<file path="src/hdl/tgfr_pkg.sv">
// Shared types, constants and the font table of the text glyph framebuffer renderer.
`timescale 1ns / 1ps

package tgfr_pkg;

   // Panel and font geometry.
   localparam int SCREEN_WIDTH  = 128;
   localparam int SCREEN_HEIGHT = 64;
   localparam int GLYPH_WIDTH   = 7;
   localparam int GLYPH_HEIGHT  = 10;
   localparam int LINE_PITCH    = 11;

   // Font table: ten rows of eight columns for each printable code.
   localparam int FONT_ROWS   = 10;
   localparam int FONT_BITS   = FONT_ROWS * 8;
   localparam int FONT_IDX_W  = $clog2(FONT_BITS);
   localparam int FIRST_CODE  = 32;
   localparam int LAST_CODE   = 126;
   localparam int GLYPH_COUNT = LAST_CODE - FIRST_CODE + 1;
   localparam int GLYPH_IDX_W = $clog2(GLYPH_COUNT);

   // Store organization: pages of eight rows held as vertical bytes.
   localparam int PAGE_COUNT  = (SCREEN_HEIGHT + 7) / 8;
   localparam int STORE_BYTES = SCREEN_WIDTH * PAGE_COUNT;
   localparam int ADDR_W      = $clog2(STORE_BYTES);
   localparam int COL_W       = $clog2(SCREEN_WIDTH);
   localparam int ROW_W       = $clog2(SCREEN_HEIGHT);

   // A glyph cell touches at most this many pages.
   localparam int PAGE_SPAN   = (GLYPH_HEIGHT + 14) / 8;
   localparam int SPAN_W      = (PAGE_SPAN > 1) ? $clog2(PAGE_SPAN) : 1;
   localparam int PAGE_W      = $clog2(PAGE_COUNT + PAGE_SPAN);
   localparam int GCOL_W      = 3;
   localparam int Y_W         = PAGE_W + 3;

   // Stream payload layout.
   localparam int REQ_DATA_W  = 40;
   localparam int REQ_USER_W  = 2;
   localparam int RSP_DATA_W  = 32;
   localparam int CURSOR_COL_W = 7;
   localparam int CURSOR_ROW_W = 6;

   typedef enum logic [1:0] {
      OP_DRAW_CHAR  = 2'd0,
      OP_DRAW_PIXEL = 2'd1,
      OP_CLEAR_HOME = 2'd2,
      OP_READ_BYTE  = 2'd3
   } tgfr_op_type;

   typedef enum logic [3:0] {
      ST_CLEAR,
      ST_IDLE,
      ST_SETUP,
      ST_GLYPH,
      ST_FLUSH,
      ST_PIX_RD,
      ST_PIX_WR,
      ST_READ,
      ST_DONE
   } tgfr_state_type;

   // One read-modify-write step of a glyph cell.
   typedef struct packed {
      logic [PAGE_W-1:0] page;
      logic [GCOL_W-1:0] col_off;
      logic [ROW_W-1:0]  top_row;
      logic              ink;
   } tgfr_step_type;

   // Row 0 sits in the top byte; bit 7 of each row is the leftmost column.
   localparam logic [FONT_BITS-1:0] FONT_ROM [0:GLYPH_COUNT-1] = '{
      80'h00_00_00_00_00_00_00_00_00_00,
      80'h10_10_10_10_10_10_00_10_00_00,
      80'h28_28_28_00_00_00_00_00_00_00,
      80'h24_24_7C_24_48_7C_48_48_00_00,
      80'h38_54_50_38_14_54_54_38_10_00,
      80'h20_54_58_30_28_54_14_08_00_00,
      80'h10_28_28_10_34_48_48_34_00_00,
      80'h10_10_10_00_00_00_00_00_00_00,
      80'h08_10_20_20_20_20_20_20_10_08,
      80'h20_10_08_08_08_08_08_08_10_20,
      80'h10_38_10_28_00_00_00_00_00_00,
      80'h00_00_10_10_7C_10_10_00_00_00,
      80'h00_00_00_00_00_00_00_10_10_10,
      80'h00_00_00_00_00_38_00_00_00_00,
      80'h00_00_00_00_00_00_00_10_00_00,
      80'h08_08_10_10_10_10_20_20_00_00,
      80'h38_44_44_54_44_44_44_38_00_00,
      80'h10_30_50_10_10_10_10_10_00_00,
      80'h38_44_44_04_08_10_20_7C_00_00,
      80'h38_44_04_18_04_04_44_38_00_00,
      80'h08_18_28_28_48_7C_08_08_00_00,
      80'h7C_40_40_78_04_04_44_38_00_00,
      80'h38_44_40_78_44_44_44_38_00_00,
      80'h7C_04_08_10_10_20_20_20_00_00,
      80'h38_44_44_38_44_44_44_38_00_00,
      80'h38_44_44_44_3C_04_44_38_00_00,
      80'h00_00_10_00_00_00_00_10_00_00,
      80'h00_00_00_10_00_00_00_10_10_10,
      80'h00_00_0C_30_40_30_0C_00_00_00,
      80'h00_00_00_7C_00_7C_00_00_00_00,
      80'h00_00_60_18_04_18_60_00_00_00,
      80'h38_44_04_08_10_10_00_10_00_00,
      80'h38_44_4C_54_5C_40_40_38_00_00,
      80'h10_28_28_28_28_7C_44_44_00_00,
      80'h78_44_44_78_44_44_44_78_00_00,
      80'h38_44_40_40_40_40_44_38_00_00,
      80'h70_48_44_44_44_44_48_70_00_00,
      80'h7C_40_40_7C_40_40_40_7C_00_00,
      80'h7C_40_40_78_40_40_40_40_00_00,
      80'h38_44_40_40_5C_44_44_38_00_00,
      80'h44_44_44_7C_44_44_44_44_00_00,
      80'h38_10_10_10_10_10_10_38_00_00,
      80'h04_04_04_04_04_04_44_38_00_00,
      80'h44_48_50_60_50_48_48_44_00_00,
      80'h40_40_40_40_40_40_40_7C_00_00,
      80'h44_6C_6C_54_44_44_44_44_00_00,
      80'h44_64_64_54_54_4C_4C_44_00_00,
      80'h38_44_44_44_44_44_44_38_00_00,
      80'h78_44_44_44_78_40_40_40_00_00,
      80'h38_44_44_44_44_44_54_38_04_00,
      80'h78_44_44_44_78_48_48_44_00_00,
      80'h38_44_40_30_08_04_44_38_00_00,
      80'h7C_10_10_10_10_10_10_10_00_00,
      80'h44_44_44_44_44_44_44_38_00_00,
      80'h44_44_44_28_28_28_10_10_00_00,
      80'h44_44_54_54_54_6C_28_28_00_00,
      80'h44_28_28_10_10_28_28_44_00_00,
      80'h44_44_28_28_10_10_10_10_00_00,
      80'h7C_04_08_10_10_20_40_7C_00_00,
      80'h18_10_10_10_10_10_10_10_10_18,
      80'h20_20_10_10_10_10_08_08_00_00,
      80'h30_10_10_10_10_10_10_10_10_30,
      80'h10_28_28_44_00_00_00_00_00_00,
      80'h00_00_00_00_00_00_00_00_00_FE,
      80'h20_10_00_00_00_00_00_00_00_00,
      80'h00_00_38_44_3C_44_4C_34_00_00,
      80'h40_40_58_64_44_44_64_58_00_00,
      80'h00_00_38_44_40_40_44_38_00_00,
      80'h04_04_34_4C_44_44_4C_34_00_00,
      80'h00_00_38_44_7C_40_44_38_00_00,
      80'h0C_10_7C_10_10_10_10_10_00_00,
      80'h00_00_34_4C_44_44_4C_34_04_78,
      80'h40_40_58_64_44_44_44_44_00_00,
      80'h10_00_70_10_10_10_10_10_00_00,
      80'h10_00_70_10_10_10_10_10_10_E0,
      80'h40_40_48_50_60_50_48_44_00_00,
      80'h70_10_10_10_10_10_10_10_00_00,
      80'h00_00_78_54_54_54_54_54_00_00,
      80'h00_00_58_64_44_44_44_44_00_00,
      80'h00_00_38_44_44_44_44_38_00_00,
      80'h00_00_58_64_44_44_64_58_40_40,
      80'h00_00_34_4C_44_44_4C_34_04_04,
      80'h00_00_58_64_40_40_40_40_00_00,
      80'h00_00_38_44_30_08_44_38_00_00,
      80'h20_20_78_20_20_20_20_18_00_00,
      80'h00_00_44_44_44_44_4C_34_00_00,
      80'h00_00_44_44_28_28_28_10_00_00,
      80'h00_00_54_54_54_6C_28_28_00_00,
      80'h00_00_44_28_10_10_28_44_00_00,
      80'h00_00_44_44_28_28_10_10_10_60,
      80'h00_00_7C_08_10_20_40_7C_00_00,
      80'h18_10_10_10_20_20_10_10_10_18,
      80'h10_10_10_10_10_10_10_10_10_10,
      80'h30_10_10_10_08_08_10_10_10_30,
      80'h00_00_00_74_4C_00_00_00_00_00
   };

endpackage

</file>
<file path="src/hdl/tgfr_glyph_merge.sv">
// Merges one column of a glyph cell into a framebuffer byte of one page.
`timescale 1ns / 1ps

module tgfr_glyph_merge (
   input  logic [tgfr_pkg::FONT_BITS-1:0] glyph,
   input  tgfr_pkg::tgfr_step_type        step,
   input  logic [7:0]                     old_byte,
   output logic [7:0]                     new_byte
);
   import tgfr_pkg::*;

   // Each bit of the byte is one pixel row; rows inside the cell take the
   // font bit in the ink color or its inverse, all others keep their value.
   always_comb begin
      logic [Y_W-1:0]        pix_row;
      logic [Y_W-1:0]        top;
      logic [Y_W-1:0]        rel;
      logic                  hit;
      logic [FONT_IDX_W-1:0] pos;
      new_byte = old_byte;
      top = Y_W'(step.top_row);
      for (int k = 0; k < 8; k++) begin
         pix_row = {step.page, 3'(k)};
         rel = pix_row - top;
         hit = (pix_row >= top) && (rel < Y_W'(GLYPH_HEIGHT)) && (rel < Y_W'(FONT_ROWS));
         pos = FONT_IDX_W'(FONT_BITS - 1) - {rel[3:0], step.col_off};
         if (hit) begin
            new_byte[k] = ~(glyph[pos] ^ step.ink);
         end
      end
   end

endmodule

</file>
<file path="config.mk">
export PLATFORM = sky130hd
export DESIGN_NAME = tgfr_glyph_merge
export DESIGN_NICKNAME = d
export VERILOG_FILES = /design/src/hdl/tgfr_pkg.sv /design/src/hdl/tgfr_glyph_merge.sv
export SDC_FILE = /design/constraint.sdc
export NUM_CORES = 1
export LEC_CHECK = 0
export BUFFER_PORTS_ARGS = -buffer_cell sky130_fd_sc_hd__buf_2
export CAP_MARGIN = 20
export CORE_ASPECT_RATIO = 1.4
export CORE_MARGIN = 4
export CORE_UTILIZATION = 47
export DETAILED_ROUTE_END_ITERATION = 8
export PLACE_DENSITY = 0.8
export REMOVE_ABC_BUFFERS = 1
export SYNTH_ARGS = -nofsm -noshare
export SYNTH_HDL_FRONTEND = slang
export SYNTH_SLANG_ARGS = --single-unit
</file>
<file path="constraint.sdc">
create_clock -name vclk -period 2
set_input_delay 0 -clock vclk [all_inputs]
set_output_delay 0 -clock vclk [all_outputs]
set_load 0.05 [all_outputs]
</file>
==> reports/results.tsv <==
stage	metric	value	unit
outcome	status	complete, but fails checks	
outcome	failed_checks	negative setup slack	
finish	syn2layout_area_growth	65.9	%
critical_path	crit_fanout	11	
power	p_sw	0.832	mW
place	place_ws	-0.568	ns
finish	nClkBuffers	0	
die	num_io_pins	110	
grt	grt_pass1_vias	3906	
grt	grt_max_degree	13	
finish	mostFrequentLayoutCells	buf_2 (97), buf_4 (70), inv_1 (23), mux2i_1 (20)	
critical_path	crit_start	step[8]	
min_path	hold_start	old_byte[7]	
logic_synthesis	yosys_warnings	0	
finish	fin_nets	633	
place	dp_hpwl	8.01	mm
logic_synthesis	synth-seq-area-share	0	%
grt	grt.overflow.total	0	
drt	wl	12.2	mm
critical_path	cp.depth	10	
timing	slew_headroom	66.8	%
grt	grt_use_total	31.7	%
power	internal_power	0.786	mW
finish	final_common_cell	buf_2	
timing	max_freq	0.425	GHz
critical_path	crit_chain	buf_12, nand2b_4, buf_4, o22ai_1, a221oi_1, mux4_2, mux2_4, or4_1, and3_1, buf_6	
finish	diodes	0	
power	powerDensity	369	nW/um^2
grt	grt_pass1_wl	18.1	mm
critical_path	endpoint	new_byte[3]	
die	num_rows	32	
finish	regArea	0	um^2
critical_path	path_buf_inv	3	
timing	setup_viol	8	
grt	antenna_found_initial	0	
finish	n_fill_cell	314	
finish	multi_input_area	2850	um^2
drt	wl_per_cell	21.3	um
critical_path	cp-start-kind	primary input	
finish	drive_above_1_share	55.4	%
power	power.total	1.62	mW
power	p_leak	2.05	nW
timing	finalHoldViolations	0	
power	seqPwrFrac	0	%
die	die_w	71.4	um
timing	finalCritPeriodShare	118	%
die	start_util	48.3	%
finish	nFlopsAndLatches	0	
run	maxCapViolations	0	
timing	worst_slew_pin_slew	0.485	ns
critical_path	crit_slowest_cell	mux4_2	
drt	via_per_inst	6.46	
drt	drc_errors	0	
power	combPwrFrac	100.0	%
drt	ant_nets	0	
place	globalplace.congestion	0.970	
critical_path	critPathCaptureType	primary output	
logic_synthesis	avgSynthCellArea	7.97	um^2
critical_path	required	2.00	ns
die	die-area	6910	um^2
power	ir_worst_vdd	0.193	mV
min_path	hp-class	in -> out	
logic_synthesis	synth.distinct_cells	59	
finish	finish.utilization	80.1	%
drt	drtPass1Iterations	7	
logic_synthesis	post_synth_instance_area	2650	um^2
logic_synthesis	syn_inst	332	
critical_path	arrival	2.36	ns
die	die_h	96.8	um
drt	dr.first_iter.drc_count	230	
place	numPortBuffers	110	
timing	setup_ws	-0.355	ns
timing	report.final.slew_viol_count	0	
critical_path	max_stage_delay	0.53	ns
power	power.share.switching	51.4	%
critical_path	criticalPathCategory	in -> out	
power	power.share.clock	0	%
timing	fin_crit	2.36	ns
die	core	5490	um^2
critical_path	cpLargestDelayFamily	multiplexers	
timing	rsz0062_at_grt	yes	
drt	vias	3696	
[power groups by stage]
stage	registers (mW)	logic, mW	clock network (mW)
6_report	0	1.62	0
5_1_grt	0	1.71	0
4_1_cts	0	1.46	0
3_5_place_dp	0	1.24	0
3_3_place_gp	0	1.22	0
2_1_floorplan	0	0.744	0
[worst min-delay path by stage]
stage	endpoint	cells after the start	slack [ns]
after floorplan	new_byte[2]	2	0.37
after global placement	new_byte[7]	4	0.40
after detailed placement	new_byte[1]	4	0.40
after CTS	new_byte[1]	4	0.36
after global routing	new_byte[7]	4	0.37
final	new_byte[7]	4	0.33
[cell families after synthesis]
kind of cell	Yosys count	share of synthesized area [%]
mux	54	26.9
buf+inv	45	7.94
xor+xnor	30	11.5
compound gates	86	22.8
simple gates	92	18.4
fa+ha+maj	25	12.4
[cell usage after synthesis, drive strengths merged (6+ instances only)]
cell / count / share of area [%]
mux2i: 28 / 11
inv: 25 / 3.5
ha: 23 / 11
nand2: 21 / 3.1
xnor2: 21 / 6.9
a21oi: 17 / 3.2
mux2: 14 / 6.0
nor2: 14 / 2.0
o21ai: 14 / 2.6
mux4: 12 / 10
buf: 10 / 3.0
nand3: 9 / 1.7
clkbuf: 8 / 1.1
a221oi: 7 / 2.3
a31oi: 7 / 1.7
nor2b: 7 / 1.7
o22ai: 7 / 1.7
a221o: 6 / 2.3
and3: 6 / 1.4
nand2b: 6 / 1.4
xor2: 6 / 2.0
[metrics by stage]
step	instances	instance area [um^2]	setup TNS, ns	hold WS, ns
5_1_grt	572	4390	-2.38	0.366
3_5_place_dp	564	3730	-3.66	0.397
3_3_place_gp	564	3730	-2.93	0.402
4_1_cts	570	4220	-1.45	0.356
2_1_floorplan	314	2540	-1.98	0.374
6_report	572	4390	-1.96	0.332
[routing by layer]
metal	part of all wire, %	GRT usage [%]	vias to the layer above
met5	0	0	-
met4	7.6	22.1	0
met3	7.2	3.53	75
met2	51	57.4	260
met1	34	32.5	1745
li1	-	-	1616
[timing repair]
item | CTS | global route
endpoints found under the setup margin | 8 | 8
hold buffers | 0 | 0
cloned | 2 | 0
pin swaps | 23 | 10
setup buffers | 4 | 2
gates resized for setup | 96 | 30
[layout make-up]
cell class | count | share of cell area, %
repair buffers | 190 | 30.5
inverters | 27 | 2.54
multi-input cells | 287 | 65.0
well taps | 68 | 1.94
Power figures use the tool's default switching activity.
